===== src/rtl/big_endian_memory_map_access_top_macros.svh =====
// assertion macros shared by the memory map access block
`ifndef BIG_ENDIAN_MEMORY_MAP_ACCESS_TOP_MACROS_SVH
`define BIG_ENDIAN_MEMORY_MAP_ACCESS_TOP_MACROS_SVH

// same-cycle implication, checked on clk, off while rst_n is low
`define BEMA_ASSERT_IMP(name, cond, prop) \
    name: assert property (@(posedge clk) disable iff (!rst_n) (cond) |-> (prop)) \
        else $error("memory map access check failed");

// next-cycle implication
`define BEMA_ASSERT_NXT(name, cond, prop) \
    name: assert property (@(posedge clk) disable iff (!rst_n) (cond) |=> (prop)) \
        else $error("memory map access check failed");

`endif


===== src/rtl/bema_pkg.sv =====
// shared constants, types and helpers of the memory map access block
package bema_pkg;

    localparam int RAM_ADDR_BITS  = 16;
    localparam int L2_ADDR_BITS   = 14;

    // each store is split into an even-word bank and an odd-word bank
    localparam int RAM_BANK_BITS  = RAM_ADDR_BITS - 3;
    localparam int L2_BANK_BITS   = L2_ADDR_BITS - 3;
    localparam int RAM_BANK_DEPTH = 2 ** RAM_BANK_BITS;
    localparam int L2_BANK_DEPTH  = 2 ** L2_BANK_BITS;
    localparam int CLR_BITS       = (RAM_BANK_BITS > L2_BANK_BITS) ? RAM_BANK_BITS
                                                                   : L2_BANK_BITS;

    localparam logic [31:0] FB_BASE  = 32'hC800_0000;
    localparam logic [31:0] DEV_BASE = 32'hCC00_0000;
    localparam logic [31:0] L2_BASE  = 32'hE000_0000;
    localparam logic [31:0] ROM_BASE = 32'hF000_0000;

    localparam logic [2:0] REGION_RAM = 3'd0;
    localparam logic [2:0] REGION_FB  = 3'd1;
    localparam logic [2:0] REGION_DEV = 3'd2;
    localparam logic [2:0] REGION_L2  = 3'd3;
    localparam logic [2:0] REGION_ROM = 3'd4;

    localparam logic OP_READ  = 1'b0;
    localparam logic OP_WRITE = 1'b1;

    localparam logic [1:0] SIZE_BYTE  = 2'd0;
    localparam logic [1:0] SIZE_HALF  = 2'd1;
    localparam logic [1:0] SIZE_WORD  = 2'd2;
    localparam logic [1:0] SIZE_DWORD = 2'd3;

    localparam int IN_WIDTH  = 104;
    localparam int OUT_WIDTH = 72;

    typedef struct packed {
        logic                     op;
        logic [1:0]               size;
        logic [2:0]               region;
        logic                     invalid;
        logic                     sel_ram;
        logic                     sel_l2;
        logic [1:0]               lane;
        logic                     w0_odd;
        logic [63:0]              data;
        logic [RAM_BANK_BITS-1:0] ram_even_idx;
        logic [RAM_BANK_BITS-1:0] ram_odd_idx;
        logic [L2_BANK_BITS-1:0]  l2_even_idx;
        logic [L2_BANK_BITS-1:0]  l2_odd_idx;
    } access_t;

    // right shift that brings the top access bytes of a 64-bit window down
    function automatic logic [5:0] size_shift(input logic [1:0] size);
        logic [5:0] sh;
        unique case (size)
            SIZE_BYTE:  sh = 6'd56;
            SIZE_HALF:  sh = 6'd48;
            SIZE_WORD:  sh = 6'd32;
            SIZE_DWORD: sh = 6'd0;
            default:    sh = 6'd0;
        endcase
        return sh;
    endfunction

endpackage


===== src/rtl/bema_merge.sv =====
// big-endian byte extraction and read-modify-write merge over a two-word window
module bema_merge (
    input  bema_pkg::access_t item,
    input  logic [31:0]       even_word,
    input  logic [31:0]       odd_word,
    output logic [63:0]       read_value,
    output logic [31:0]       wr_even,
    output logic [31:0]       wr_odd
);
    import bema_pkg::*;

    logic [63:0] window;
    logic [63:0] rd_raw;
    logic [63:0] wr_bytes;
    logic [63:0] wr_mask;
    logic [63:0] merged;
    logic [5:0]  sz_sh;
    logic [4:0]  lane_sh;

    // first word of the access in the top half, like a big-endian byte stream
    assign window   = item.w0_odd ? {odd_word, even_word} : {even_word, odd_word};
    assign sz_sh    = size_shift(item.size);
    assign lane_sh  = {item.lane, 3'b000};

    assign rd_raw   = (window << lane_sh) >> sz_sh;
    assign wr_bytes = (item.data << sz_sh) >> lane_sh;
    assign wr_mask  = ({64{1'b1}} << sz_sh) >> lane_sh;
    assign merged   = (window & ~wr_mask) | (wr_bytes & wr_mask);

    assign read_value = (item.op == OP_READ && (item.sel_ram || item.sel_l2)) ? rd_raw
                                                                              : 64'd0;
    assign wr_even    = item.w0_odd ? merged[31:0]  : merged[63:32];
    assign wr_odd     = item.w0_odd ? merged[63:32] : merged[31:0];

endmodule


===== config.mk =====
export PLATFORM = sky130hd
export DESIGN_NAME = bema_merge
export DESIGN_NICKNAME = d
export VERILOG_FILES = /design/src/rtl/big_endian_memory_map_access_top_macros.svh /design/src/rtl/bema_pkg.sv /design/src/rtl/bema_merge.sv
export SDC_FILE = /design/constraint.sdc
export NUM_CORES = 1
export LEC_CHECK = 0
export BUFFER_PORTS_ARGS = -buffer_cell sky130_fd_sc_hd__buf_2
export CORE_MARGIN = 4
export CORE_UTILIZATION = 45
export DETAILED_ROUTE_END_ITERATION = 10
export PLACE_DENSITY = 0.84
export SETUP_SLACK_MARGIN = 0.3
export SLEW_MARGIN = 20
export SYNTH_ARGS = -nofsm -noshare
export SYNTH_HDL_FRONTEND = slang
export SYNTH_SLANG_ARGS = --single-unit

===== constraint.sdc =====
create_clock -name vclk -period 5.8
set_clock_uncertainty 0.05 [all_clocks]
set_input_delay 0.87 -clock vclk [all_inputs]
set_output_delay 0.87 -clock vclk [all_outputs]
set_load 0.02 [all_outputs]

### Word level (Yosys, flattened, before mapping)

Cells that the tools add are included.

* reductions and logical operators: 3
* multiplexer cells: 5
* equality and inequality tests: 3
* shift operators: 6
* bitwise gates (word level): 5

Operator list (count)
* $and A64 B64 Y64: 2
* $mux W64: 2
* $shr A64 B5 Y64: 2
* $mux W32: 2
* $not A64 Y64: 1
* $or A64 B64 Y64: 1
* $shl A64 B5 Y64: 1
* $shl A64 B6 Y64: 1
* $shl A64 B6 Y64 const A: 1
* $shr A64 B6 Y64: 1
* $pmux W6 S4: 1
* $eq A2 B2 Y1 const B: 2
* $eq A2 B1 Y1 const B: 1
* $logic_not A2 Y1: 1
* $logic_and A1 B1 Y1: 1
* $logic_or A1 B1 Y1: 1
* $not A1 Y1: 1

* logic and storage cells: 22
* register bits: 0

### Longest topological paths before layout

Gate-level depths: netlist of the first run.

* depth after elaboration: 8
* mapped depth: 9

### Worst setup path after synthesis of the first run

Ideal clock, no wire load.

* path kind: input to output
* start: input item[122] (netlist name)
* end: output wr_even[7]
* path buffers: 2
* required time: 4.880 ns
* data arrival time: 2.481 ns
* cell stages on the path: 7
* slack: 2.399 ns
* cells stage by stage: buf_4 -> buf_6 -> mux2i_1 -> mux4_2 -> nor2_1 -> nor2_1 -> o31ai_1

* longest elaborated chain between the ends: 8
* elaborated cells between the ends (all ways): 14
* those cells by class: eq/ne: 3; shift: 4; mux: 2; bitwise: 4; reduce/logical: 1

RTL lines
* from (decl): line bema_merge.sv:3 `input bema_pkg::access_t item,`
* $eq A2 B2 Y1, or another cell as far along: line bema_pkg.sv:56 `unique case (size)`
* $pmux W6 S4 *: line bema_pkg.sv:56
* $shl A64 B6 Y64: line bema_merge.sv:27 `assign wr_mask = ({64{1'b1}} << sz_sh) >> lane_sh;`
* $shr A64 B5 Y64: line bema_merge.sv:27
* $not A64 Y64: line bema_merge.sv:28 `assign merged = (window & ~wr_mask) | (wr_bytes & wr_mask);`
* $and A64 B64 Y64: line bema_merge.sv:28
* $or A64 B64 Y64 *: line bema_merge.sv:28
* $mux W32 *: line bema_merge.sv:32 `assign wr_even = item.w0_odd ? merged[31:0] : merged[63:32];`
* to (decl): line bema_merge.sv:7 `output logic [31:0] wr_even,`

Every way passes the cells marked *; elsewhere a longest branch is shown, timed or not. The select of a mux whose other input is x is not followed.

### Worst setup path in the final report of the first run

* start: input item[114] (netlist name)
* end: output wr_odd[27]

* longest elaborated chain between the ends: 5
* elaborated cells between the ends (all ways): 7
* those cells by class: shift: 2; mux: 1; bitwise: 4

RTL lines
* $shr A64 B5 Y64: line bema_merge.sv:27
* $not A64 Y64: line bema_merge.sv:28
* $and A64 B64 Y64: line bema_merge.sv:28
* $or A64 B64 Y64 *: line bema_merge.sv:28
* $mux W32 *: line bema_merge.sv:33 `assign wr_odd = item.w0_odd ? merged[63:32] : merged[31:0];`
* to (decl): line bema_merge.sv:8 `output logic [31:0] wr_odd`

Every way passes the cells marked *; elsewhere a longest branch is shown, timed or not.

==> metrics.txt, run 1 <==
highest cell delay on the worst timing path 1.04 ns; Slew Viols, Final 0; Final min period 4.66 ns; first-pass GRT wire length 44.4 mm; cts hold-fix bufs 0; sequential fraction of the synthesis area 0; CP Buf/Inv Count 2; synthesis-to-finish area growth 16.5%; PnR worst setup slack 1.14 ns; core area 0.0146 mm^2; post-CTS resize count 0; crit-path most repeated cell a21oi_1; crit-path cells buf_4 > or2_1 > a21oi_1 > a21oi_1 > o31ai_1 > buf_2; VDD IR max 0.0668 mV; critical path's slowest cell a21oi_1; xor/xnor share of the synthesized area 0; Post-CTS Setup Inserts 0; largest family of logic cells by synthesized area multiplexers; Slew HR 0.236; Port Buf Inserts 264; delay-heaviest family, CP compound AO/OA/AOI/OAI gates; remaining antenna violation count 0; Global Route Usage Sum 0.328; Cell Area, Synth 0.00671 mm^2; Overflow after GRT 0; Fin. Hold Viols 0; Post-Place Worst Slack 1.30 ns; clock buffers 0; Final period util 0.803; RSZ-0062 raised after global routing no; Avg Inst Size Synth 7.47 um^2; Chip Height 130 um; seq_cells 0; Synth area leader mux4_2; DR vias/cell 7.01; Worst EP required 4.88 ns; Worst Path Max Fanout 65; drt initial violations 1563; PwrDens 112 mW/mm^2; syn nets 1087; drt drc 0; gpl congestion 1.02; max cap viols 0; share of layout cells above drive strength 1 0.360; vias in the first global route 7745; Total Wirelength 30.3 mm; initial antenna violation count 2; Yosys warning count 0; startpoint types primary input; Synth top area share 0.168; status finished clean; Crit Path Class primary input to output pin; Total Power 873 uW; Die Span X 130 um; Initial Util 0.460; Final nets 1273; Post-Synth Adder-Cell Area 0; largest net degree at the start of global routing 91; fmax 215 MHz; Arr. time, crit path 3.74 ns; First-pass DRT Iterations 6; mux cell area share after synthesis 0.371; Wirelength per Cell 23.9 um; routed vias 8904; Hold WC Path Type primary input to output pin; Worst Setup End Kind output pin; register area 0 um^2; Yosys cell types 63; Finished Core Util 0.536; detailed placement HPWL 23.6 mm; setup TNS 0 ns; die area 0.0169 mm^2; Compound-Gate Fraction of Synth Area 0.352; Mapped Cells 899; # rows 44; Setup Viol. Count Final 0; top post-synthesis cells by area mux4_2 17%, mux2i_1 13%, mux2_2 7.0%; slew at the pin closest to its max-slew limit 1.15 ns; simple-gate share of the synthesized area 0.182; Ports 316; Leakage 3.49 nW
layout make-up:
type / count / area [um^2]
Timing Repair Buffer: 282 / 1470
Antenna cell: 3 / 7.51
Inverter: 8 / 30.0
Fill cell: 1411 / 6770
Tap cell: 184 / 230
Multi-Input combinational cell: 793 / 6090
synthesized netlist by cell type (3+ instances only):
cell type / number
a21oi_1: 76
or2_2: 7
clkbuf_1: 20
a221o_1: 3
mux2_2: 42
mux4_2: 50
o31ai_1: 8
nand3b_1: 3
nand2b_1: 9
o21bai_1: 3
o2bb2ai_1: 13
o211a_1: 3
nor2_1: 89
nand2_1: 96
o21ai_0: 52
buf_2: 43
a211oi_1: 7
and2_1: 5
o211ai_1: 6
o21a_1: 7
a21o_1: 13
mux2i_1: 87
a31oi_1: 8
inv_1: 6
o21ai_1: 5
nor2b_1: 23
and3_1: 3
a22oi_1: 30
buf_4: 19
o32a_1: 4
o32ai_1: 5
a221oi_1: 9
or2_1: 8
o22ai_1: 34
nand3_1: 7
nor3_1: 5
or3_1: 3
o22a_1: 7
a2bb2oi_1: 6
buf_6: 13
o221ai_1: 22
a32oi_1: 9
a22o_1: 6
stage by stage:
| step | hold WS (ns) | cells | cell area [um^2] |
|---|---|---|---|
| after floorplan | 1.92 | 899 | 6710 |
| after global placement | 2.11 | 1267 | 7810 |
| after detailed placement | 2.11 | 1267 | 7810 |
| after CTS | 2.11 | 1267 | 7810 |
| after global routing | 2.13 | 1268 | 7820 |
| final | 2.11 | 1270 | 7820 |
report_power, final:
| group | switching, mW | leakage (nW) | internal, mW |
|---|---|---|---|
| logic | 0.543 | 3.49 | 0.330 |
| clock network | 0 | 0.0000190 | 0.0000000693 |
| registers | 0 | 0 | 0 |
layer usage:
layer,track usage,share of wire
met1,0.475,0.39
met5,0,0.00023
met3,0.0585,0.14
met2,0.491,0.43
met4,0.111,0.038
worst min-delay path: stages:
cell,delay (ns)
buf_2,0.12
nand2_1,0.05
a32oi_1,0.09
buf_2,0.16
cell usage in the layout (no fill, tap or decap), types with 9 or more instances in the layout:
cell type,Yosys,layout
a21o_1,13,13
a21oi_1,76,76
a221oi_1,9,9
a22oi_1,30,30
a32oi_1,9,9
buf_2,43,261
buf_4,19,20
mux2_2,42,42
mux2i_1,87,87
mux4_2,50,50
nand2_1,96,96
nand2b_1,9,9
nor2_1,89,89
nor2b_1,23,23
o21ai_0,52,52
o221ai_1,22,22
o22ai_1,34,34
o2bb2ai_1,13,13
worst paths after layout:
path     startpoint     endpoint  slack [ns]  cells past startpoint
min   even_word[24]  wr_even[24]        2.11                      4
max       item[114]   wr_odd[27]        1.14                      6
cell families (layout without fill, tap and decap cells):
logic type             count (synthesis)  after routing
other                                  0              3
and+or+nand+nor                      267            267
AOI/OAI and AO/OA                    346            346
muxes                                180            180
buffers and inverters                106            290
(Power assumes the default switching activity.)
==> run 2: changes to the inputs <==
--- a/config.mk
+++ b/config.mk
@@ -5,11 +5,12 @@
 export SDC_FILE = /design/constraint.sdc
 export NUM_CORES = 1
 export LEC_CHECK = 0
+export ABC_AREA = 1
 export BUFFER_PORTS_ARGS = -buffer_cell sky130_fd_sc_hd__buf_2
 export CORE_MARGIN = 4
-export CORE_UTILIZATION = 45
+export CORE_UTILIZATION = 44
 export DETAILED_ROUTE_END_ITERATION = 10
-export PLACE_DENSITY = 0.84
+export PLACE_DENSITY = 0.87
 export SETUP_SLACK_MARGIN = 0.3
 export SLEW_MARGIN = 20
 export SYNTH_ARGS = -nofsm -noshare
==> constraint.sdc (replaced) <==
create_clock -name vclk -period 4.15
set_clock_uncertainty 0.05 [all_clocks]
set_input_delay 0.6225 -clock vclk [all_inputs]
set_output_delay 0.6225 -clock vclk [all_outputs]
set_load 0.02 [all_outputs]
==> metrics.txt, run 2 <==
Post-Synth Adder-Cell Area 0 (unchanged); initial antenna violation count 2 (unchanged); Synth area leader nand2_1 (was mux4_2); largest family of logic cells by synthesized area simple AND/OR/NAND/NOR gates (was multiplexers); Mapped Cells 1381 (was 899); Hold Slack 1.57 ns (was 2.11 ns); Post-Place Worst Slack 0.538 ns (was 1.30 ns); fmax 266 MHz; Finished Core Util 0.557 (was 0.536); Chip Height 126 um (was 130 um); Ports 316 (unchanged); Fin. Hold Viols 0 (unchanged); vias in the first global route 9203 (was 7745); syn nets 1569 (was 1087); remaining antenna violation count 0 (unchanged); Final min period 3.76 ns; Compound-Gate Fraction of Synth Area 0.232 (was 0.352); Slew HR 0.223 (was 0.236); Worst Setup End Kind output pin (unchanged); Final period util 0.905; count leader, synth nand2_1 (unchanged); first-pass GRT wire length 53.7 mm (was 44.4 mm); First-pass DRT Iterations 8 (was 6); setup TNS 0 ns (unchanged); top cells by count, synth 664 x nand2_1, 196 x nand3_1, 95 x o21ai_0 (was 96 x nand2_1, 89 x nor2_1, 87 x mux2i_1); DR vias/cell 6.10 (was 7.01); Post-CTS Setup Inserts 0 (unchanged); critical path's slowest cell o22ai_1 (was a21oi_1); Final Cell Area 0.00749 mm^2 (was 0.00782 mm^2); Total Wirelength 36.7 mm (was 30.3 mm); PwrDens 165 mW/mm^2 (was 112 mW/mm^2); xor/xnor share of the synthesized area 0 (unchanged); gpl congestion 1.10 (was 1.02); cts hold-fix bufs 0 (unchanged); startpoint types primary input (unchanged); Placement Cell Area 0.00749 mm^2 (was 0.00781 mm^2); most frequent cells in the layout 664 x nand2_1, 263 x buf_2, 196 x nand3_1 (was 261 x buf_2, 96 x nand2_1, 89 x nor2_1); Final nets 1776 (was 1273); simple-gate share of the synthesized area 0.636 (was 0.182); share of layout cells above drive strength 1 0.207 (was 0.360); synthesis-to-finish area growth 22.3% (was 16.5%); Overflow after GRT 0 (unchanged); mux cell area share after synthesis 0 (was 0.371); sequential fraction of the synthesis area 0 (unchanged); drt drc 0 (unchanged); Worst Path Max Fanout 34 (was 65); routed vias 10.8k (was 8904); Avg Inst Size Synth 4.44 um^2 (was 7.47 um^2); Fillers 1549 (was 1411); highest cell delay on the worst timing path 0.86 ns (was 1.04 ns); Die Span X 126 um (was 130 um); Global Route Usage Sum 0.426 (was 0.328); register area 0 um^2 (unchanged); Wirelength per Cell 20.8 um (was 23.9 um); Yosys cell types 34 (was 63); PnR worst setup slack 0.394 ns (was 1.14 ns); core area 0.0135 mm^2 (was 0.0146 mm^2); Synth top area share 0.407 (was 0.168); crit-path cells buf_2 > nor2_1 > inv_1 > o22ai_1 > nand2_1 > nand3_1 > nand2_1 > o21ai_0 > buf_2 (was buf_4 > or2_1 > a21oi_1 > a21oi_1 > o31ai_1 > buf_2); top post-synthesis cells by area nand2_1 41%, nand3_1 16%, o21ai_0 7.8% (was mux4_2 17%, mux2i_1 13%, mux2_2 7.0%); drt initial violations 1643 (was 1563); Cell Area, Synth 0.00613 mm^2 (was 0.00671 mm^2); post-CTS resize count 0 (unchanged); commonest non-fill, non-tap cell in the layout nand2_1 (was buf_2); seq_cells 0 (unchanged); slew at the pin closest to its max-slew limit 1.15 ns (about the same); die area 0.0159 mm^2 (was 0.0169 mm^2); status finished clean (unchanged); Hold WC Path Type primary input to output pin (unchanged); Setup Viol. Count Final 0 (unchanged); clock buffers 0 (unchanged); Port Buf Inserts 264 (unchanged); max cap viols 0 (unchanged); Worst EP required 3.48 ns (was 4.88 ns); # rows 42 (was 44); Initial Util 0.456 (was 0.460); VDD IR max 0.0676 mV (was 0.0668 mV); Slew Viols, Final 0 (unchanged); largest net degree at the start of global routing 63 (was 91); detailed placement HPWL 29.5 mm (was 23.6 mm); RSZ-0062 raised after global routing no (unchanged); Crit Path Class primary input to output pin (unchanged); Arr. time, crit path 3.08 ns (was 3.74 ns); Yosys warning count 0 (unchanged); Leakage 4.34 nW (was 3.49 nW)
[run 2: changes by cell type after synthesis, moves of 20 or more]
cell	change
mux2i_1	-87
a22oi_1	-28
mux2_2	-42
mux4_2	-50
o211ai_1	+30
nand2_1	+568
inv_1	+77
o21ai_0	+43
a21oi_1	-20
nor2b_1	-23
nor2_1	-37
nand3_1	+189
[run 2: path summary, 6_finish.rpt]
check                           end  depth (start not counted)       from  slack (ns)
worst min-delay path  read_value[4]                          5  item[123]        1.57
worst max-delay path    wr_even[25]                          9  item[114]        0.39
[run 2: final cells by class]
type	count	area, um^2	share of cell area
antenna	1	2.50	0.000334
timing repair buffer	300	1590	0.213
tap	176	220	0.0294
multi-input combinational	1192	5320	0.710
inverter	94	355	0.0474
[run 2: stage by stage]
| step | total power, mW | std cells |
|---|---|---|
| CTS | 1.19 | 1762 |
| global placement | 1.18 | 1762 |
| floorplan | 0.748 | 1381 |
| detailed placement | 1.19 | 1762 |
| finish | 1.24 | 1763 |
| global route | 1.32 | 1762 |
[run 2: cells by family after synthesis]
kind of cell / after synthesis
buffers and inverters: 189
AOI/OAI and AO/OA: 246
and+or+nand+nor: 946
[run 2: critical path: cells and delay by family]
kind	cells	cell delay [ns]
buf+inv	3	0.75
compound gates	2	1.07
simple gates	4	0.61
[run 2: routing by layer]
metal	global-route usage	part of all wire	vias up
li1	-	-	4946
met1	0.569	0.38	4695
met2	0.679	0.43	977
met4	0.146	0.045	4
met5	0	0.00087	-
met3	0.0927	0.15	141
[run 2: power breakdown]
group             total, mW  switching (mW)  leakage [nW]  internal [mW]
registers                 0               0             0              0
clock network  0.0000000254               0    0.00000595   0.0000000254
logic                  1.24           0.881          4.34          0.358
