[config.mk]
export PLATFORM = sky130hd
export DESIGN_NAME = bema_decode
export DESIGN_NICKNAME = d
export VERILOG_FILES = /design/src/rtl/big_endian_memory_map_access_top_macros.svh /design/src/rtl/bema_pkg.sv /design/src/rtl/bema_decode.sv
export SDC_FILE = /design/constraint.sdc
export NUM_CORES = 1
export LEC_CHECK = 0
export ABC_AREA = 1
export BUFFER_PORTS_ARGS = -buffer_cell sky130_fd_sc_hd__buf_2
export CAP_MARGIN = 40
export CELL_PAD_IN_SITES_DETAIL_PLACEMENT = 0
export CELL_PAD_IN_SITES_GLOBAL_PLACEMENT = 1
export CORE_ASPECT_RATIO = 1.2
export CORE_MARGIN = 1.5
export CORE_UTILIZATION = 14
export DETAILED_ROUTE_END_ITERATION = 7
export PLACE_DENSITY = 0.83
export SETUP_SLACK_MARGIN = 0.1
export SLEW_MARGIN = 30
export SYNTH_ARGS = -nofsm -noshare
export SYNTH_HDL_FRONTEND = slang
export SYNTH_SLANG_ARGS = --single-unit
[constraint.sdc]
create_clock -name vclk -period 2.1
set_input_delay 0.42 -clock vclk [all_inputs]
set_output_delay 0.42 -clock vclk [all_outputs]
set_load 0.03 [all_outputs]
[src/rtl/big_endian_memory_map_access_top_macros.svh]
// assertion macros shared by the memory map access block
`ifndef BIG_ENDIAN_MEMORY_MAP_ACCESS_TOP_MACROS_SVH
`define BIG_ENDIAN_MEMORY_MAP_ACCESS_TOP_MACROS_SVH

// same-cycle implication, checked on clk, off while rst_n is low
`define BEMA_ASSERT_IMP(name, cond, prop) \
    name: assert property (@(posedge clk) disable iff (!rst_n) (cond) |-> (prop)) \
        else $error("memory map access check failed");

// next-cycle implication
`define BEMA_ASSERT_NXT(name, cond, prop) \
    name: assert property (@(posedge clk) disable iff (!rst_n) (cond) |=> (prop)) \
        else $error("memory map access check failed");

`endif

[src/rtl/bema_pkg.sv]
// shared constants, types and helpers of the memory map access block
package bema_pkg;

    localparam int RAM_ADDR_BITS  = 16;
    localparam int L2_ADDR_BITS   = 14;

    // each store is split into an even-word bank and an odd-word bank
    localparam int RAM_BANK_BITS  = RAM_ADDR_BITS - 3;
    localparam int L2_BANK_BITS   = L2_ADDR_BITS - 3;
    localparam int RAM_BANK_DEPTH = 2 ** RAM_BANK_BITS;
    localparam int L2_BANK_DEPTH  = 2 ** L2_BANK_BITS;
    localparam int CLR_BITS       = (RAM_BANK_BITS > L2_BANK_BITS) ? RAM_BANK_BITS
                                                                   : L2_BANK_BITS;

    localparam logic [31:0] FB_BASE  = 32'hC800_0000;
    localparam logic [31:0] DEV_BASE = 32'hCC00_0000;
    localparam logic [31:0] L2_BASE  = 32'hE000_0000;
    localparam logic [31:0] ROM_BASE = 32'hF000_0000;

    localparam logic [2:0] REGION_RAM = 3'd0;
    localparam logic [2:0] REGION_FB  = 3'd1;
    localparam logic [2:0] REGION_DEV = 3'd2;
    localparam logic [2:0] REGION_L2  = 3'd3;
    localparam logic [2:0] REGION_ROM = 3'd4;

    localparam logic OP_READ  = 1'b0;
    localparam logic OP_WRITE = 1'b1;

    localparam logic [1:0] SIZE_BYTE  = 2'd0;
    localparam logic [1:0] SIZE_HALF  = 2'd1;
    localparam logic [1:0] SIZE_WORD  = 2'd2;
    localparam logic [1:0] SIZE_DWORD = 2'd3;

    localparam int IN_WIDTH  = 104;
    localparam int OUT_WIDTH = 72;

    typedef struct packed {
        logic                     op;
        logic [1:0]               size;
        logic [2:0]               region;
        logic                     invalid;
        logic                     sel_ram;
        logic                     sel_l2;
        logic [1:0]               lane;
        logic                     w0_odd;
        logic [63:0]              data;
        logic [RAM_BANK_BITS-1:0] ram_even_idx;
        logic [RAM_BANK_BITS-1:0] ram_odd_idx;
        logic [L2_BANK_BITS-1:0]  l2_even_idx;
        logic [L2_BANK_BITS-1:0]  l2_odd_idx;
    } access_t;

    // right shift that brings the top access bytes of a 64-bit window down
    function automatic logic [5:0] size_shift(input logic [1:0] size);
        logic [5:0] sh;
        unique case (size)
            SIZE_BYTE:  sh = 6'd56;
            SIZE_HALF:  sh = 6'd48;
            SIZE_WORD:  sh = 6'd32;
            SIZE_DWORD: sh = 6'd0;
            default:    sh = 6'd0;
        endcase
        return sh;
    endfunction

endpackage

[src/rtl/bema_decode.sv]
// region decode and bank index generation for one access
module bema_decode (
    input  logic [bema_pkg::IN_WIDTH-1:0] in_data,
    output bema_pkg::access_t             item
);
    import bema_pkg::*;

    logic [1:0]                 size;
    logic [31:0]                addr;
    logic                       dword;
    logic [RAM_ADDR_BITS-3:0]   ram_w0;
    logic [L2_ADDR_BITS-3:0]    l2_w0;

    assign size   = in_data[2:1];
    assign addr   = in_data[34:3];
    assign dword  = (size == SIZE_DWORD);
    assign ram_w0 = addr[RAM_ADDR_BITS-1:2];
    assign l2_w0  = addr[L2_ADDR_BITS-1:2];

    always_comb
    begin
        item         = '0;
        item.op      = in_data[0];
        item.size    = size;
        item.data    = in_data[98:35];
        item.lane    = dword ? 2'b00 : addr[1:0];
        item.w0_odd  = addr[2];

        priority if (dword || addr < FB_BASE)
        begin
            item.region  = REGION_RAM;
            item.sel_ram = 1'b1;
        end
        else if (addr < DEV_BASE)
        begin
            item.region  = REGION_FB;
            item.invalid = 1'b1;
        end
        else if (addr < L2_BASE)
        begin
            item.region = REGION_DEV;
        end
        else if (addr < ROM_BASE)
        begin
            item.region = REGION_L2;
            item.sel_l2 = 1'b1;
        end
        else
        begin
            item.region = REGION_ROM;
        end

        // an access spans word w0 and w0+1; the even bank takes whichever is even
        item.ram_odd_idx  = ram_w0[RAM_ADDR_BITS-3:1];
        item.ram_even_idx = ram_w0[RAM_ADDR_BITS-3:1] + RAM_BANK_BITS'(ram_w0[0]);
        item.l2_odd_idx   = l2_w0[L2_ADDR_BITS-3:1];
        item.l2_even_idx  = l2_w0[L2_ADDR_BITS-3:1] + L2_BANK_BITS'(l2_w0[0]);
    end

endmodule

Yosys cells after proc, flatten, opt, wreduce, memory -nomap -nowiden. Cells that the tools add are included.

Bits in writable memories: 0. Bits of input ports: 104. Word-level logic and storage cells: 20. Bits in read-only memories: 0. Memories kept: 0. Output and inout port bits: 124. Register bits: 0. Bits in latches: 0.

Bitwise logic cells: 0. Reduce and logical (&&, ||, !) cells: 1. Divide/modulo/power cells: 0. Muxes and demuxes: 12. $lt $le $gt $ge: 4. Add/sub/neg operators: 2. Shift-type cells: 0. $mul: 0. Equal/unequal tests: 1.

Operators by type and width (number): $lt A32 B32 Y1 const B (4); $add A13 B1 Y13 (1); $mux W3 (4); $add A11 B1 Y11 (1); $mux W1 (7); $eq A2 B2 Y1 const B (1); $mux W2 (1); $logic_or A1 B1 Y1 (1).

Depth between registers and ports, before layout. Gate-level depths: netlist of run 1.

Word-level depth: 5. Gate-level depth with buffers: 8.

Worst setup path before layout of run 1. OpenSTA, ideal clock, no wires.

Kind: input to output. Start point: in in_data[5] (netlist name). End point: out item[43] (netlist name). Arrival time: 1.864 ns. Slack: -0.184 ns. Path buffers: 1. Required time: 1.680 ns. Stages: 7. Cells stage by stage: ha_1 -> ha_1 -> nand2_1 -> nor2_4 -> nand2_2 -> xor2_1 -> buf_4.

RTL lines: start, declared (line bema_decode.sv:3) `input logic [bema_pkg::IN_WIDTH-1:0] in_data,`; end, declared (line bema_decode.sv:4) `output bema_pkg::access_t item`.

==> run_summary.xml, run 1 <==
<?xml version="1.0" encoding="UTF-8"?>
<metrics>
  <group name="timing">
    <metric name="tightestPinTransition" unit="ns">0.289</metric>
    <metric name="final-max-slew-violation-count" unit="">0</metric>
    <metric name="postLayoutSetupSlackWorst" unit="ns">0.140</metric>
    <metric name="setup-violations-final" unit="">0</metric>
    <metric name="fmax" unit="MHz">510</metric>
    <metric name="rsz0062_at_grt" unit="">yes</metric>
    <metric name="finalWorstPathRequiredPeriod" unit="ns">1.96</metric>
    <metric name="hold_viol" unit="">0</metric>
    <metric name="part_of_the_cycle_the_worst_path_needs" unit="">0.934</metric>
    <metric name="finalSetupTns" unit="ns">0</metric>
    <metric name="max-slew-margin-rel" unit="">0.807</metric>
  </group>
  <group name="route">
    <metric name="remaining_routing_drc_violations" unit="">0</metric>
    <metric name="drt_pre_antenna_iters" unit="">2</metric>
    <metric name="drt-wirelength-per-cell" unit="um">12.1</metric>
    <metric name="drt_iter0_drc" unit="">10</metric>
    <metric name="routed_wirelength" unit="um">3440</metric>
    <metric name="dr_total_vias" unit="">934</metric>
    <metric name="route.antenna.remaining_nets" unit="">0</metric>
    <metric name="post_drt_via_cell_ratio" unit="">3.29</metric>
  </group>
  <group name="logic_synthesis">
    <metric name="syn_inst" unit="">185</metric>
    <metric name="synth.largest_area_cell" unit="">buf_4</metric>
    <metric name="synth_area_per_cell" unit="um^2">6.40</metric>
    <metric name="synth.cell_area" unit="um^2">1180</metric>
    <metric name="synth_top_cell_area_share" unit="">0.653</metric>
    <metric name="yosys-top-cells-area" unit="">buf_4, nand2_1, inv_1, xor2_1, nand4_1</metric>
    <metric name="postSynthNetCount" unit="">291</metric>
    <metric name="synth_sequential_area_ratio" unit="">0</metric>
    <metric name="post_synth_num_cell_types" unit="">14</metric>
    <metric name="synth.yosys.warnings" unit="">0</metric>
  </group>
  <group name="floorplanning">
    <metric name="fp.dieW" unit="um">87.0</metric>
    <metric name="floorplan.die_area" unit="um^2">9030</metric>
    <metric name="floorplan.initialDensity" unit="">0.145</metric>
    <metric name="boundaryPins" unit="">228</metric>
    <metric name="chipHeight" unit="um">104</metric>
    <metric name="core.rowCount" unit="">36</metric>
    <metric name="core-area" unit="um^2">8150</metric>
  </group>
  <group name="setup_path">
    <metric name="timing.critical_path.required" unit="ns">1.68</metric>
    <metric name="critical_path.cell_chain" unit="">buf_2 &gt; ha_4 &gt; ha_4 &gt; nand2_1 &gt; nor2_4 &gt; nand2_2 &gt; xor2_2 &gt; buf_4</metric>
    <metric name="critical-path-top-delay-family" unit="">simple AND/OR/NAND/NOR gates</metric>
    <metric name="worstPathMaxFanout" unit="">5</metric>
    <metric name="setup.worst_path.class" unit="">input port to output port</metric>
    <metric name="critical_path_capture_point_type" unit="">output port</metric>
    <metric name="crit_arrival" unit="ns">1.54</metric>
    <metric name="critical_path.slowest_cell" unit="">nor2_4</metric>
    <metric name="crit_buf_inv" unit="">2</metric>
    <metric name="timing.critical_path.mode_cell" unit="">ha_4</metric>
    <metric name="cp_slowest_stage_delay" unit="ns">0.21</metric>
    <metric name="critical_path_launch_point_type" unit="">input port</metric>
  </group>
  <group name="finish">
    <metric name="multiInputGateArea" unit="um^2">435</metric>
    <metric name="seqCellArea" unit="um^2">0</metric>
    <metric name="finalNetCount" unit="">278</metric>
    <metric name="post_route_cells_drive_above_1_share" unit="">0.624</metric>
    <metric name="fillCellCount" unit="">942</metric>
    <metric name="layout-area-overhead-vs-synth" unit="%">-4.96</metric>
    <metric name="sequential_cell_total" unit="">0</metric>
    <metric name="fin_util" unit="">0.138</metric>
    <metric name="antenna_cells" unit="">0</metric>
    <metric name="final.clkbuf_count" unit="">0</metric>
  </group>
  <group name="placed_design">
    <metric name="port_buffers" unit="">83</metric>
    <metric name="detailed_place_hpwl" unit="um">3120</metric>
    <metric name="placement.setup.worst_slack" unit="ns">0.0837</metric>
    <metric name="gpl.final_weighted_congestion" unit="">0.683</metric>
  </group>
  <group name="outcome">
    <metric name="run_status" unit="">completed</metric>
  </group>
  <group name="job">
    <metric name="max_cap_violations" unit="">0</metric>
  </group>
  <group name="hold_path">
    <metric name="worstHoldPathType" unit="">input port to output port</metric>
  </group>
  <group name="power_and_ir_drop">
    <metric name="power_density" unit="nW/um^2">278</metric>
    <metric name="static-leakage-power" unit="uW">0.000645</metric>
    <metric name="ir_worst_vdd" unit="uV">41.5</metric>
  </group>
  <group name="global_route">
    <metric name="grt_util_all_layers" unit="">0.0666</metric>
    <metric name="grt_max_degree" unit="">8</metric>
    <metric name="grt_overflow_total" unit="">0</metric>
    <metric name="grt_first_pass_wirelength" unit="um">4460</metric>
    <metric name="antenna_found_initial" unit="">0</metric>
    <metric name="first_global_vias" unit="">782</metric>
  </group>
  <group name="clock_network">
    <metric name="post_cts_hold_buffer_count" unit="">0</metric>
  </group>
</metrics>
repair_timing:
item,CTS,global route
pin swaps,0,2
endpoints found under the setup margin,4,9
buffers inserted,0,1
gates cloned,0,0
gates resized for setup,2,14
synthesized netlist by cell type, drive strengths merged:
| master | instances |
|---|---|
| o21ai | 1 |
| nor3 | 1 |
| ha | 2 |
| buf | 103 |
| xnor2 | 1 |
| nand2 | 25 |
| nor2 | 13 |
| inv | 20 |
| nand4 | 6 |
| nand3 | 7 |
| xor2 | 6 |
through the flow:
step | power [uW] | hold WS (ns) | instances | instance area, um^2
after floorplan | 481 | 0.930 | 185 | 1250
after global placement | 300 | 0.840 | 283 | 1060
after detailed placement | 302 | 0.840 | 283 | 1060
after CTS | 304 | 0.840 | 283 | 1070
after global routing | 335 | 0.840 | 284 | 1130
final | 313 | 0.840 | 284 | 1130
area by class of cell:
cell class / instances / share of cell area
inverter: 20 / 0.0667
tap: 114 / 0.127
multi-input combinational: 62 / 0.387
timing repair buffer: 88 / 0.420
worst paths after layout:
kind / endpoint / slack (ns) / depth (start not counted) / startpoint
setup / recovery: item[43] / 0.14 / 8 / in_data[5]
hold / removal: item[50] / 0.84 / 0 / in_data[37]
cells by family after synthesis:
family | synth area share
buffers and inverters | 0.716
adders and majority gates | 0.0211
xor gates and xnor gates | 0.0517
AOI/OAI and AO/OA | 0.00422
and+or+nand+nor | 0.207
per-layer routing:
| metal | vias up | track usage | part of all wire |
|---|---|---|---|
| met1 | 390 | 0.0323 | 0.20 |
| met5 | - | 0 | 0 |
| met2 | 89 | 0.139 | 0.52 |
| li1 | 423 | - | - |
| met3 | 32 | 0.0422 | 0.22 |
| met4 | 0 | 0.0461 | 0.064 |
cell usage in the layout, fill, tap and decap left out:
| cell | count |
|---|---|
| xnor2_2 | 1 |
| buf_4 | 7 |
| buf_6 | 2 |
| nor2_1 | 8 |
| nand3_1 | 5 |
| nand2_2 | 3 |
| buf_2 | 78 |
| xor2_4 | 1 |
| ha_4 | 2 |
| nor3_2 | 1 |
| nand4_1 | 6 |
| inv_1 | 20 |
| nand3_2 | 2 |
| xor2_1 | 2 |
| nor2_4 | 3 |
| xor2_2 | 3 |
| o21ai_1 | 1 |
| nor2_2 | 2 |
| nand2_1 | 22 |
| clkbuf_4 | 1 |
power breakdown:
part           total (uW)  internal (uW)  switching (uW)
registers               0              0               0
clock network           0              0               0
logic                 313           92.4             220
No activity file was read; power rests on OpenSTA's default activity.
==> run 2: changes to the inputs <==
==> constraint.sdc (replaced) <==
create_clock -name vclk -period 2.1
set_input_delay 0.105 -clock vclk [all_inputs]
set_output_delay 0.105 -clock vclk [all_outputs]
set_load 0.03 [all_outputs]
==> run 2 against run 1 <==
First-iteration DRC count fell by 70%. Global-route usage fell by 1.5 points. Maximum frequency rose by 31%. Critical path type unchanged. Largest power group unchanged.
==> run_summary.xml, run 2 (synthesis results as in run 1) <==
<?xml version="1.0" encoding="UTF-8"?>
<metrics>
  <group name="finish">
    <metric name="instances_no_fill" unit="">279</metric>
    <metric name="seqCellArea" unit="um^2">0</metric>
    <metric name="post_route_cells_drive_above_1_share" unit="">0.539</metric>
    <metric name="sequential_cell_total" unit="">0</metric>
    <metric name="fillCellCount" unit="">950</metric>
    <metric name="antenna_cells" unit="">0</metric>
    <metric name="final.clkbuf_count" unit="">0</metric>
    <metric name="most_common_library_cell_in_the_layout_ignoring_fill_and_taps" unit="">buf_2</metric>
    <metric name="multiInputGateArea" unit="um^2">337</metric>
    <metric name="layout-area-overhead-vs-synth" unit="%">-18.2</metric>
    <metric name="finalNetCount" unit="">273</metric>
    <metric name="mostFrequentLayoutCells" unit="">buf_2, nand2_1, inv_1</metric>
  </group>
  <group name="global_route">
    <metric name="first_global_vias" unit="">818</metric>
    <metric name="grt_util_all_layers" unit="">0.0514</metric>
    <metric name="grt_overflow_total" unit="">0</metric>
    <metric name="antenna_found_initial" unit="">0</metric>
    <metric name="grt_max_degree" unit="">8</metric>
    <metric name="grt_first_pass_wirelength" unit="um">3670</metric>
  </group>
  <group name="setup_path">
    <metric name="cp_slowest_stage_delay" unit="ns">0.25</metric>
    <metric name="setup.worst_path.class" unit="">input port to output port</metric>
    <metric name="timing.critical_path.required" unit="ns">2.00</metric>
    <metric name="critical_path_launch_point_type" unit="">input port</metric>
    <metric name="crit_buf_inv" unit="">2</metric>
    <metric name="critical_path.cell_chain" unit="">buf_2 &gt; ha_1 &gt; ha_1 &gt; nand2_1 &gt; nor2_4 &gt; nand2_2 &gt; xor2_1 &gt; buf_2</metric>
    <metric name="critical_path_capture_point_type" unit="">output port</metric>
    <metric name="critical-path-top-delay-family" unit="">adder cells</metric>
    <metric name="critical_path.slowest_cell" unit="">ha_1</metric>
    <metric name="worstPathMaxFanout" unit="">5</metric>
    <metric name="crit_arrival" unit="ns">1.39</metric>
  </group>
  <group name="route">
    <metric name="dr_total_vias" unit="">926</metric>
    <metric name="routed_wirelength" unit="um">2720</metric>
    <metric name="post_drt_via_cell_ratio" unit="">3.32</metric>
    <metric name="drt_pre_antenna_iters" unit="">2</metric>
    <metric name="drt-wirelength-per-cell" unit="um">9.75</metric>
    <metric name="route.antenna.remaining_nets" unit="">0</metric>
    <metric name="drt_iter0_drc" unit="">3</metric>
    <metric name="remaining_routing_drc_violations" unit="">0</metric>
  </group>
  <group name="timing">
    <metric name="part_of_the_cycle_the_worst_path_needs" unit="">0.714</metric>
    <metric name="tightestPinTransition" unit="ns">0.266</metric>
    <metric name="hold_viol" unit="">0</metric>
    <metric name="fmax" unit="MHz">667</metric>
    <metric name="finalSetupTns" unit="ns">0</metric>
    <metric name="final-max-slew-violation-count" unit="">0</metric>
    <metric name="setup-violations-final" unit="">0</metric>
    <metric name="finalWorstPathRequiredPeriod" unit="ns">1.50</metric>
    <metric name="max-slew-margin-rel" unit="">0.822</metric>
    <metric name="rsz0062_at_grt" unit="">no</metric>
  </group>
  <group name="floorplanning">
    <metric name="fp.dieW" unit="um">87.0</metric>
    <metric name="core.rowCount" unit="">36</metric>
    <metric name="core-area" unit="um^2">8150</metric>
    <metric name="chipHeight" unit="um">104</metric>
    <metric name="floorplan.initialDensity" unit="">0.145</metric>
    <metric name="boundaryPins" unit="">228</metric>
    <metric name="floorplan.die_area" unit="um^2">9030</metric>
  </group>
  <group name="power_and_ir_drop">
    <metric name="power_density" unit="nW/um^2">296</metric>
    <metric name="ir_worst_vdd" unit="uV">78.4</metric>
    <metric name="power" unit="uW">287</metric>
    <metric name="clock_power_share" unit="">0</metric>
    <metric name="internal-power" unit="uW">76.4</metric>
    <metric name="power.share.switching" unit="">0.734</metric>
    <metric name="pwr-share-seq" unit="">0</metric>
    <metric name="power.share.combinational" unit="">1.000</metric>
    <metric name="static-leakage-power" unit="uW">0.000596</metric>
    <metric name="power_switching" unit="uW">211</metric>
  </group>
  <group name="hold_path">
    <metric name="hold_path_end" unit="">item[70]</metric>
    <metric name="holdCritStartpoint" unit="">in_data[57]</metric>
    <metric name="min_delay_path_depth" unit="">0</metric>
    <metric name="worstHoldPathType" unit="">input port to output port</metric>
  </group>
  <group name="clock_network">
    <metric name="post_cts_hold_buffer_count" unit="">0</metric>
    <metric name="ctsResizeCount" unit="">0</metric>
    <metric name="post_cts.repair.setup_buffers" unit="">0</metric>
  </group>
  <group name="outcome">
    <metric name="run_status" unit="">completed</metric>
  </group>
  <group name="placed_design">
    <metric name="port_buffers" unit="">83</metric>
    <metric name="detailed_place_hpwl" unit="um">2450</metric>
    <metric name="gpl.final_weighted_congestion" unit="">0.711</metric>
    <metric name="place.detailed.instances" unit="">279</metric>
  </group>
  <group name="job">
    <metric name="max_cap_violations" unit="">0</metric>
  </group>
</metrics>
-- run 2: cell count changes in the layout (fill, tap and decap cells not counted), sizes merged --
cell	before	now
clkbuf	1	0
buf	87	83
-- run 2: metal layers --
metal / global-route usage / part of all wire / up-vias
met5: 0 / 0 / -
met4: 0.0484 / 0.085 / 0
met3: 0.00478 / 0.13 / 34
met2: 0.117 / 0.54 / 100
met1: 0.0279 / 0.25 / 375
li1: - / - / 417
-- run 2: area by class of cell --
type,count,share of cell area
tap,114,0.147
timing repair buffer,83,0.428
inverter,20,0.0774
multi-input combinational,62,0.347
-- run 2: worst max path at each step --
stage,startpoint,end,slack (ns),cells past startpoint
final,in_data[6],item[19],0.60,8
after floorplan,in_data[5],item[43],0.45,7
after global routing,in_data[5],item[19],0.46,8
after detailed placement,in_data[5],item[19],0.58,8
after CTS,in_data[6],item[19],0.58,8
after global placement,in_data[5],item[19],0.59,8
-- run 2: power groups by stage --
| stage | Combinational, uW | Clock [uW] | Sequential, uW |
|---|---|---|---|
| CTS | 290 | 0 | 0 |
| global route | 307 | 0 | 0 |
| detailed placement | 289 | 0 | 0 |
| floorplan | 475 | 0 | 0 |
| finish | 287 | 0 | 0 |
| global placement | 287 | 0 | 0 |
-- run 2: through the flow --
step	cell area (um^2)	utilization	hold WS, ns	setup WS [ns]
6_report	970	0.119	0.210	0.600
5_1_grt	970	0.119	0.210	0.458
4_1_cts	970	0.119	0.210	0.577
3_5_place_dp	970	0.119	0.210	0.578
3_3_place_gp	970	0.119	0.210	0.591
2_1_floorplan	1180	-	0.342	0.446
==> run 3: changes to the inputs <==
- clock period: 2.1 -> 1.55 ns (I/O delays scaled with it)
==> run 3 against run 2 <==
Global-route usage about the same. Critical path depth is the same. Routed wire length down 4.2%. Largest power group unchanged. Via count shrank 1.4%. Count of clock-buffer cells in the layout is the same. Final cell count stayed put. Core utilization up 0.77 points. First-iteration DRC count grew to 2.7 times the previous value. Combinational power up 40%. Sequential share of layout area stayed put. Setup slack worse by 0.34 ns. Flip-flop and latch count is the same. Largest cell class unchanged. Critical path type unchanged.
==> run_summary.xml, run 3 (synthesis results as in run 1) <==
<?xml version="1.0" encoding="UTF-8"?>
<metrics>
  <group name="outcome">
    <metric name="run_status" unit="">completed</metric>
  </group>
  <group name="floorplanning">
    <metric name="chipHeight" unit="um">104</metric>
    <metric name="floorplan.initialDensity" unit="">0.145</metric>
    <metric name="floorplan.die_area" unit="um^2">9030</metric>
    <metric name="fp.dieW" unit="um">87.0</metric>
    <metric name="boundaryPins" unit="">228</metric>
    <metric name="core-area" unit="um^2">8150</metric>
    <metric name="core.rowCount" unit="">36</metric>
  </group>
  <group name="placed_design">
    <metric name="port_buffers" unit="">83</metric>
    <metric name="detailed_place_hpwl" unit="um">2310</metric>
    <metric name="gpl.final_weighted_congestion" unit="">0.693</metric>
    <metric name="postPlaceCellArea" unit="um^2">992</metric>
    <metric name="placement.setup.worst_slack" unit="ns">0.130</metric>
  </group>
  <group name="clock_network">
    <metric name="ctsResizeCount" unit="">0</metric>
    <metric name="post_cts.repair.setup_buffers" unit="">0</metric>
    <metric name="post_cts_hold_buffer_count" unit="">0</metric>
  </group>
  <group name="finish">
    <metric name="final.clkbuf_count" unit="">0</metric>
    <metric name="post_route_cells_drive_above_1_share" unit="">0.582</metric>
    <metric name="sequential_cell_total" unit="">0</metric>
    <metric name="most_common_library_cell_in_the_layout_ignoring_fill_and_taps" unit="">buf_2</metric>
    <metric name="fin_util" unit="">0.127</metric>
    <metric name="fillCellCount" unit="">949</metric>
    <metric name="mostFrequentLayoutCells" unit="">buf_2, nand2_1, inv_1</metric>
    <metric name="seqCellArea" unit="um^2">0</metric>
    <metric name="finalNetCount" unit="">273</metric>
    <metric name="layout-area-overhead-vs-synth" unit="%">-12.9</metric>
    <metric name="antenna_cells" unit="">0</metric>
    <metric name="fin_area" unit="um^2">1030</metric>
  </group>
  <group name="setup_path">
    <metric name="critPathLaunch" unit="">in_data[5]</metric>
    <metric name="cp_slowest_stage_delay" unit="ns">0.21</metric>
    <metric name="critical_path_launch_point_type" unit="">input port</metric>
    <metric name="worstPathMaxFanout" unit="">5</metric>
    <metric name="critical_path_capture_point_type" unit="">output port</metric>
    <metric name="critical_path.cell_chain" unit="">buf_2 &gt; ha_4 &gt; ha_4 &gt; nand2_1 &gt; nor2_4 &gt; nand2_2 &gt; xor2_2 &gt; buf_2</metric>
    <metric name="critical_path.slowest_cell" unit="">buf_2</metric>
    <metric name="crit_arrival" unit="ns">1.21</metric>
    <metric name="setup.worst_path.class" unit="">input port to output port</metric>
    <metric name="timing.critical_path.required" unit="ns">1.47</metric>
  </group>
  <group name="timing">
    <metric name="max-slew-margin-rel" unit="">0.840</metric>
    <metric name="postLayoutSetupSlackWorst" unit="ns">0.258</metric>
    <metric name="part_of_the_cycle_the_worst_path_needs" unit="">0.833</metric>
    <metric name="tightestPinTransition" unit="ns">0.240</metric>
    <metric name="rsz0062_at_grt" unit="">no</metric>
    <metric name="hold_viol" unit="">0</metric>
    <metric name="fmax" unit="MHz">774</metric>
    <metric name="finalSetupTns" unit="ns">0</metric>
    <metric name="finalWorstPathRequiredPeriod" unit="ns">1.29</metric>
    <metric name="final-max-slew-violation-count" unit="">0</metric>
    <metric name="setup-violations-final" unit="">0</metric>
  </group>
  <group name="hold_path">
    <metric name="worstHoldPathType" unit="">input port to output port</metric>
    <metric name="holdCritStartpoint" unit="">in_data[57]</metric>
  </group>
  <group name="route">
    <metric name="routed_wirelength" unit="um">2610</metric>
    <metric name="drt_pre_antenna_iters" unit="">3</metric>
    <metric name="route.antenna.remaining_nets" unit="">0</metric>
    <metric name="post_drt_via_cell_ratio" unit="">3.27</metric>
    <metric name="dr_total_vias" unit="">913</metric>
    <metric name="remaining_routing_drc_violations" unit="">0</metric>
    <metric name="drt-wirelength-per-cell" unit="um">9.34</metric>
    <metric name="drt_iter0_drc" unit="">8</metric>
  </group>
  <group name="power_and_ir_drop">
    <metric name="static-leakage-power" unit="uW">0.000606</metric>
    <metric name="ir_worst_vdd" unit="uV">87.5</metric>
    <metric name="power_density" unit="nW/um^2">391</metric>
  </group>
  <group name="global_route">
    <metric name="grt_util_all_layers" unit="">0.0510</metric>
    <metric name="grt_first_pass_wirelength" unit="um">3710</metric>
    <metric name="antenna_found_initial" unit="">0</metric>
    <metric name="grt_overflow_total" unit="">0</metric>
    <metric name="grt_max_degree" unit="">8</metric>
    <metric name="first_global_vias" unit="">807</metric>
  </group>
  <group name="job">
    <metric name="max_cap_violations" unit="">0</metric>
  </group>
</metrics>
## run 3: cell count changes in the layout (fill, tap and decap cells not counted), sizes merged
| cell | previous run | this run |
|---|---|---|
| buf | 83 | 80 |
| clkbuf | 0 | 3 |
## run 3: per-stage QoR
step | instances | hold slack [ns] | total power [uW]
floorplan | 185 | 0.284 | 646
global placement | 279 | 0.155 | 392
detailed placement | 279 | 0.155 | 395
CTS | 279 | 0.155 | 396
global route | 279 | 0.155 | 434
finish | 279 | 0.155 | 403
## run 3: worst paths after layout
path,to,slack [ns],depth (start not counted)
setup / recovery,item[43],0.26,8
hold / removal,item[70],0.16,0
## run 3: power breakdown
group	internal, uW	switching (uW)	leakage, uW
logic	113	290	0.000606
clock network	0	0	0
registers	0	0	0
total	113	290	0.000606
## run 3: final cells by class
| class | instances | area, um^2 | share of cell area |
|---|---|---|---|
| inverters | 20 | 75.1 | 0.0727 |
| multi-input cells | 62 | 392 | 0.379 |
| repair buffers | 83 | 423 | 0.410 |
| well taps | 114 | 143 | 0.138 |
## run 3: critical path: cells and delay by family
family,cells,cell delay (ns)
xor+xnor,1,0.13
buf+inv,2,0.32
simple gates,3,0.36
fa+ha+maj,2,0.31
## run 3: per-layer routing
layer,track usage,vias to the layer above,routed length (um)
li1,-,415,-
met1,0.0303,373,661
met2,0.110,85,1360
met3,0.00717,40,322
met4,0.0518,0,266
met5,0,-,0
